===== src/rca_pkg.sv =====
// Shared constants and types for the range capacity admission block.
`timescale 1ns / 1ps
package rca_pkg;

    localparam int NUM_SEGMENTS = 256;
    localparam int LOAD_W       = 16;
    localparam int SEG_AW       = $clog2(NUM_SEGMENTS);
    localparam int IDX_W        = SEG_AW + 1;
    localparam int LANES        = 8;
    localparam int LANE_AW      = $clog2(LANES);
    localparam int ROWS         = NUM_SEGMENTS / LANES;
    localparam int ROW_AW       = $clog2(ROWS);

    localparam int S_TDATA_W    = ((2 * IDX_W + LOAD_W + 7) / 8) * 8;
    localparam int M_TDATA_W    = 8;

    typedef logic [LOAD_W-1:0]             load_t;
    typedef logic [IDX_W-1:0]              idx_t;
    typedef logic [ROW_AW-1:0]             row_addr_t;
    typedef logic [LANES-1:0][LOAD_W-1:0]  row_t;

endpackage


===== src/range_capacity_admission.sv =====
// Top level of the range capacity admission block.
//
// Requests arrive on the s_ stream: a half-open segment range and an amount.
// The block scans the segment loads of the range for their peak and admits
// the request when peak plus amount stays within the capacity register; an
// admitted request raises every segment of the range by the amount. Each
// request yields one result transaction on the m_ stream (bit 0: accepted).
// Loads sit in a 32-row memory of 8 segments per row; one row is read per
// cycle through a shared lane unit, once for the peak and once for the add.
// An empty range is accepted without a scan. s_tready is high only while
// no request is in work; it rises again in the cycle the result appears.
// The result sits in an output register, so a stalled receiver holds one
// result while the next request is taken; its completion then waits for
// the register to drain.
// Reset (aresetn low, synchronous) zeroes capacity and marks every row
// invalid, so all loads read as zero at once with no clearing pass.
// cfg_wr_en writes cfg_wr_data into capacity; the user must write it only
// while the block is idle, which the block itself does not enforce.
`timescale 1ns / 1ps
module range_capacity_admission (
    input  logic                            aclk,
    input  logic                            aresetn,
    input  logic                            cfg_wr_en,
    input  logic [rca_pkg::LOAD_W-1:0]      cfg_wr_data,
    input  logic                            s_tvalid,
    output logic                            s_tready,
    // [8:0] range_start, [17:9] range_end, [33:18] amount, rest zero
    input  logic [rca_pkg::S_TDATA_W-1:0]   s_tdata,
    output logic                            m_tvalid,
    input  logic                            m_tready,
    // [0] accepted, rest zero
    output logic [rca_pkg::M_TDATA_W-1:0]   m_tdata
);
    import rca_pkg::*;

    typedef enum logic [4:0] {
        S_IDLE  = 5'b00001,
        S_SCAN  = 5'b00010,
        S_CHECK = 5'b00100,
        S_UPD   = 5'b01000,
        S_DONE  = 5'b10000
    } state_t;

    localparam idx_t NUM_IDX = IDX_W'(NUM_SEGMENTS);

    state_t    state_reg;
    load_t     cap_reg;
    idx_t      lo_reg;
    idx_t      hi_reg;
    load_t     amt_reg;
    row_addr_t row_reg;
    row_addr_t first_row_reg;
    row_addr_t last_row_reg;
    logic      issue_reg;
    logic      pend_reg;
    row_addr_t tag_reg;
    load_t     peak_reg;
    logic      acc_reg;
    logic      m_tvalid_reg;
    logic      m_acc_reg;

    row_t              mem [ROWS];
    row_t              rd_data_reg;
    logic              rd_vld_reg;
    logic [ROWS-1:0]   row_vld_reg;

    idx_t      in_lo;
    idx_t      in_hi;
    idx_t      hi_m1;
    row_t      row_eff;
    load_t     row_max;
    row_t      row_sum;
    logic      wr_en;
    logic      over;
    logic      out_free;

    assign in_lo   = (s_tdata[IDX_W-1:0] > NUM_IDX) ? NUM_IDX : s_tdata[IDX_W-1:0];
    assign in_hi   = (s_tdata[2*IDX_W-1:IDX_W] > NUM_IDX) ? NUM_IDX
                                                          : s_tdata[2*IDX_W-1:IDX_W];
    assign hi_m1   = in_hi - IDX_W'(1);
    assign row_eff = rd_vld_reg ? rd_data_reg : '0;
    assign wr_en   = (state_reg == S_UPD) && pend_reg;
    assign over    = ({1'b0, peak_reg} + {1'b0, amt_reg}) > {1'b0, cap_reg};
    assign out_free = !m_tvalid_reg || m_tready;

    assign s_tready = (state_reg == S_IDLE);
    assign m_tvalid = m_tvalid_reg;
    assign m_tdata  = {{(M_TDATA_W-1){1'b0}}, m_acc_reg};

    rca_row_unit u_row (
        .row_data (row_eff),
        .row_addr (tag_reg),
        .lo       (lo_reg),
        .hi       (hi_reg),
        .amount   (amt_reg),
        .row_max  (row_max),
        .row_sum  (row_sum)
    );

    always_ff @(posedge aclk) begin
        if (wr_en) begin
            mem[tag_reg] <= row_sum;
        end
        rd_data_reg <= mem[row_reg];
    end

    always_ff @(posedge aclk) begin
        if (!aresetn) begin
            row_vld_reg <= '0;
            rd_vld_reg  <= 1'b0;
        end else begin
            rd_vld_reg <= row_vld_reg[row_reg];
            if (wr_en) begin
                row_vld_reg[tag_reg] <= 1'b1;
            end
        end
    end

    always_ff @(posedge aclk) begin
        if (!aresetn) begin
            cap_reg <= '0;
        end else if (cfg_wr_en) begin
            cap_reg <= cfg_wr_data;
        end
    end

    always_ff @(posedge aclk) begin
        if (!aresetn) begin
            state_reg    <= S_IDLE;
            issue_reg    <= 1'b0;
            pend_reg     <= 1'b0;
            m_tvalid_reg <= 1'b0;
            row_reg      <= '0;
        end else begin
            if (state_reg == S_DONE && out_free) begin
                m_tvalid_reg <= 1'b1;
            end else if (m_tvalid_reg && m_tready) begin
                m_tvalid_reg <= 1'b0;
            end
            case (state_reg)
                S_IDLE: begin
                    if (s_tvalid) begin
                        lo_reg   <= in_lo;
                        hi_reg   <= in_hi;
                        amt_reg  <= s_tdata[2*IDX_W+LOAD_W-1:2*IDX_W];
                        peak_reg <= '0;
                        pend_reg <= 1'b0;
                        if (in_lo >= in_hi) begin
                            acc_reg   <= 1'b1;
                            state_reg <= S_DONE;
                        end else begin
                            row_reg       <= in_lo[SEG_AW-1:LANE_AW];
                            first_row_reg <= in_lo[SEG_AW-1:LANE_AW];
                            last_row_reg  <= hi_m1[SEG_AW-1:LANE_AW];
                            issue_reg     <= 1'b1;
                            state_reg     <= S_SCAN;
                        end
                    end
                end
                S_SCAN, S_UPD: begin
                    pend_reg <= issue_reg;
                    tag_reg  <= row_reg;
                    if (issue_reg) begin
                        if (row_reg == last_row_reg) begin
                            issue_reg <= 1'b0;
                        end else begin
                            row_reg <= row_reg + ROW_AW'(1);
                        end
                    end
                    if (pend_reg && state_reg == S_SCAN && row_max > peak_reg) begin
                        peak_reg <= row_max;
                    end
                    if (!issue_reg && !pend_reg) begin
                        if (state_reg == S_SCAN) begin
                            state_reg <= S_CHECK;
                        end else begin
                            acc_reg   <= 1'b1;
                            state_reg <= S_DONE;
                        end
                    end
                end
                S_CHECK: begin
                    if (over) begin
                        acc_reg   <= 1'b0;
                        state_reg <= S_DONE;
                    end else begin
                        row_reg   <= first_row_reg;
                        issue_reg <= 1'b1;
                        state_reg <= S_UPD;
                    end
                end
                S_DONE: begin
                    if (out_free) begin
                        m_acc_reg <= acc_reg;
                        state_reg <= S_IDLE;
                    end
                end
                default: begin
                    state_reg <= S_IDLE;
                end
            endcase
        end
    end

endmodule


===== src/rca_row_unit.sv =====
// Lane unit: masked peak and masked add over one row of segment loads.
`timescale 1ns / 1ps
module rca_row_unit (
    input  rca_pkg::row_t      row_data,
    input  rca_pkg::row_addr_t row_addr,
    input  rca_pkg::idx_t      lo,
    input  rca_pkg::idx_t      hi,
    input  rca_pkg::load_t     amount,
    output rca_pkg::load_t     row_max,
    output rca_pkg::row_t      row_sum
);
    import rca_pkg::*;

    always_comb begin
        idx_t  g;
        load_t m;
        m = '0;
        for (int k = 0; k < LANES; k++) begin
            g = IDX_W'({row_addr, LANE_AW'(k)});
            if (g >= lo && g < hi) begin
                row_sum[k] = row_data[k] + amount;
                if (row_data[k] > m) begin
                    m = row_data[k];
                end
            end else begin
                row_sum[k] = row_data[k];
            end
        end
        row_max = m;
    end

endmodule


===== config.mk =====
export PLATFORM = sky130hd
export DESIGN_NAME = range_capacity_admission
export DESIGN_NICKNAME = d
export VERILOG_FILES = /design/src/rca_pkg.sv /design/src/range_capacity_admission.sv /design/src/rca_row_unit.sv
export SDC_FILE = /design/constraint.sdc
export NUM_CORES = 2
export LEC_CHECK = 0
export BUFFER_PORTS_ARGS = -buffer_cell sky130_fd_sc_hd__buf_2
export CELL_PAD_IN_SITES_DETAIL_PLACEMENT = 1
export CELL_PAD_IN_SITES_GLOBAL_PLACEMENT = 1
export CORE_MARGIN = 5
export CORE_UTILIZATION = 51
export DETAILED_ROUTE_END_ITERATION = 16
export PLACE_DENSITY_LB_ADDON = 0.1
export SYNTH_ARGS = -nofsm -noshare
export SYNTH_HDL_FRONTEND = slang
export SYNTH_SLANG_ARGS = --single-unit

===== constraint.sdc =====
create_clock -name aclk -period 19.4 [get_ports aclk]
set_input_delay 0 -clock aclk [delete_from_list [all_inputs] [get_ports aclk]]
set_output_delay 0 -clock aclk [all_outputs]
set_load 0.03 [all_outputs]

==> impl_metrics.py <==
metrics = {
    "power_and_ir_drop": {
        "p_leak_nw": 65.1,
        "clock_power_share": 0.391,
        "power_frac_seq": 0.494,
        "peakVddDrop_uv": 96.0,
        "pwr-share-comb": 0.116,
        "switching_share": 0.234,
        "p_switching_mw": 5.03,
        "powerDensity_nw_per_um2": 107,
        "p_int_mw": 16.5,
    },
    "synth": {
        "syn-cell-area_sq_um": 175000,
        "yosys.area.top_type_share": 0.713,
        "synth_area_per_cell_sq_um": 21.0,
        "yosysSeqAreaShare": 0.734,
        "ys_types": 87,
        "async_flop_share": 0,
        "ys_ff_latch": 4353,
        "yosys.area.top_type": "edfxtp_1",
        "synth_top_flop_cell": "edfxtp_1",
        "synth-edff-count": 4163,
        "synth_warnings": 0,
        "synthCells": 8374,
        "synthTopCellsByArea": "edfxtp_1 71%, mux4_2 17%, dfxtp_1 2.2%, ha_1 2.1%, mux2_2 0.99%",
    },
    "route": {
        "wl_per_cell_um": 36.4,
        "routed_wl_mm": 512,
        "vias": 90000,
        "drtIter0Drc": 10500,
        "drc_errors": 0,
        "via_per_inst": 6.39,
        "ant_nets": 0,
        "firstDrtPassIters": 6,
    },
    "placed_design": {
        "dp_hpwl_mm": 280,
        "port_buffers": 57,
        "place_congestion": 0.895,
        "dp_slack_ns": -0.889,
        "dpl.cell_count": 13100,
    },
    "final_layout": {
        "largest_reg_flops": 4096,
        "regArea_sq_um": 129000,
        "final_common_cell": "edfxtp_1",
        "drive_gt1_frac": 0.312,
        "instances_no_fill": 14100,
        "fillers": 28700,
        "final_cell_mix": "4163 x edfxtp_1, 1290 x mux4_2, 468 x buf_4",
        "syn_to_final_growth_pct": 15.1,
        "num-nets-final": 9491,
        "multi_input_area_sq_um": 46100,
    },
    "global_route": {
        "grt_pass1_vias": 94700,
        "grt_max_degree": 154,
        "grt_usage": 0.288,
        "grt_pass1_wl_mm": 726,
        "grt_util_met2": 0.472,
        "grt_overflow_total": 0,
        "antenna_found_initial": 24,
        "grtUsageMet3": 0.0459,
        "gr-usage-met1": 0.398,
        "top_usage_layer": "met2",
    },
    "worst_setup_path": {
        "crit_top_cell": "ha_4",
        "critPathMaxStageDelay_ns": 0.47,
        "critPathMaxFanout": 8,
        "worst_setup_path_end_kind": "flop",
        "critPathBufInv": 16,
        "critPathTopFamily": "compound AO/OA/AOI/OAI gates",
        "crit_slowest_cell": "edfxtp_1",
        "cp.required_ns": 20.12,
        "start_kind": "flop",
        "critPathKind": "flop to flop",
        "crit_arrival_ns": 19.90,
    },
    "floorplanning": {
        "dieWidth_um": 597,
        "die-area_sq_um": 356000,
        "io-pin-count": 71,
        "fp.coreArea_sq_um": 343000,
        "die_y_um": 597,
        "rows": 215,
        "start_util": 0.512,
    },
    "sta": {
        "finalSetupViolCount": 0,
        "slew_headroom": 0.00101,
        "fin_crit_sh": 0.988,
        "tightestPinTransition_ns": 1.50,
        "hold_viol": 0,
        "finalMaxSlewViolations": 0,
        "finClkSkew_ns": 0.0692,
        "rsz0062_at_grt": "true",
        "fmax_mhz": 52.2,
        "fin_ws_ns": 0.226,
        "period_minus_slack_ns": 19.17,
    },
    "clock_network": {
        "path_clk_slew_ns": 0.06,
        "clockBufferDepth": 4,
        "clock-sinks": 4353,
        "cts_tree": "yes",
        "clk_latency_ns": 1.00,
        "cts_max_level": 5,
        "cts_buffers": 441,
        "cts_root_buf": "clkbuf_16",
    },
    "run_status": {
        "violations": "capacitance limit",
        "outcome": "finished, violations left",
    },
    "hold_path": {
        "worstHoldPathType": "primary input to flop",
    },
    "flow_run": {
        "max_cap_violations": 1,
    },
}
[per-layer routing]
layer | up-vias | routed length (um)
li1 | 36300 | -
met1 | 49000 | 202000
met2 | 3880 | 252000
met3 | 802 | 37800
met4 | 10 | 20700
met5 | - | 58
[worst reg2reg max path, delay by kind of cell, from the launching register on]
family / cells / cell delay [ns]
buf+inv: 16 / 2.51
fa+ha+maj: 9 / 2.16
flops: 1 / 0.47
simple gates: 34 / 5.85
mux: 4 / 1.27
compound gates: 39 / 6.66
[area by class of cell]
type / instances / area share
Timing Repair Buffer: 699 / 0.0294
Tap cell: 4557 / 0.0282
Clock inverter: 241 / 0.0118
Clock buffer: 577 / 0.0590
Sequential cell: 4353 / 0.638
Multi-Input combinational cell: 3363 / 0.228
Antenna cell: 33 / 0.000409
Inverter: 266 / 0.00495
[final timing paths]
check                  startpoint                   endpoint  slack (ns)  depth (start not counted)
max reg2reg  tag_reg[2]$_DFFE_PP_  peak_reg[0]$_SDFFCE_PP0P_        0.23                        102
min                       aresetn  state_reg[4]$_SDFFE_PN0P_        0.08                          3
max          tag_reg[2]$_DFFE_PP_  peak_reg[0]$_SDFFCE_PP0P_        0.23                        102
min reg2reg     acc_reg$_DFFE_PP_        m_acc_reg$_DFFE_PP_        0.44                          0
[power by group through the flow]
stage | clock network, mW | logic [mW] | registers [mW]
5_1_grt | 9.02 | 2.64 | 10.6
3_3_place_gp | 0 | 2.44 | 10.8
2_1_floorplan | 0 | 1.80 | 10.7
4_1_cts | 8.55 | 2.51 | 10.6
6_report | 8.41 | 2.49 | 10.6
3_5_place_dp | 0 | 2.47 | 10.8
[logic make-up (layout without fill, tap and decap cells)]
| logic type | after synthesis | after routing | synth area share |
|---|---|---|---|
| AO/OA/AOI/OAI | 609 | 609 | 0.0222 |
| XOR/XNOR | 110 | 110 | 0.00549 |
| adder cells (fa/ha/maj) | 306 | 306 | 0.0222 |
| buffers and inverters | 664 | 1783 | 0.0145 |
| flip-flops | 4353 | 4353 | 0.734 |
| multiplexers | 1513 | 1513 | 0.179 |
| other | 1 | 40 | 0.0000214 |
| AND/OR/NAND/NOR | 818 | 818 | 0.0219 |
[metrics by stage]
stage | setup TNS, ns | area (sq um) | total power, mW | util | hold WS (ns)
final | 0 | 202000 | 21.5 | 0.589 | 0.0825
after floorplan | 0 | 176000 | 12.5 | - | 0.0989
after global routing | -8.76 | 202000 | 22.3 | 0.589 | 0.0594
after CTS | 0 | 201000 | 21.7 | 0.585 | 0.00930
after global placement | -6.57 | 185000 | 13.3 | 0.538 | 0.177
after detailed placement | -14.21 | 185000 | 13.3 | 0.538 | 0.179
[synthesized netlist by cell type (21+ instances only)]
cell type / count
buf_1: 96
o21ai_0: 197
nand2b_1: 21
ha_1: 297
clkbuf_1: 286
xor2_1: 26
a21oi_1: 136
nand3_1: 59
a21boi_0: 23
nand4_1: 42
nor2_1: 215
nor2b_1: 31
nand3b_1: 28
mux4_2: 1290
mux2i_1: 66
xnor2_1: 84
inv_1: 265
edfxtp_1: 4163
dfxtp_1: 190
and2_1: 43
nand2_1: 303
a21o_1: 62
mux2_2: 154
[what timing repair did]
| item | CTS | global route |
|---|---|---|
| cloned | 3 | 3 |
| hold endpoints to repair | 107 | 0 |
| gates resized for setup | 65 | 171 |
| pin swaps | 31 | 82 |
| endpoints found under the setup margin | 16 | 16 |
| hold buffers | 122 | 0 |
| setup buffers | 22 | 25 |
(Power assumes the default switching activity.)
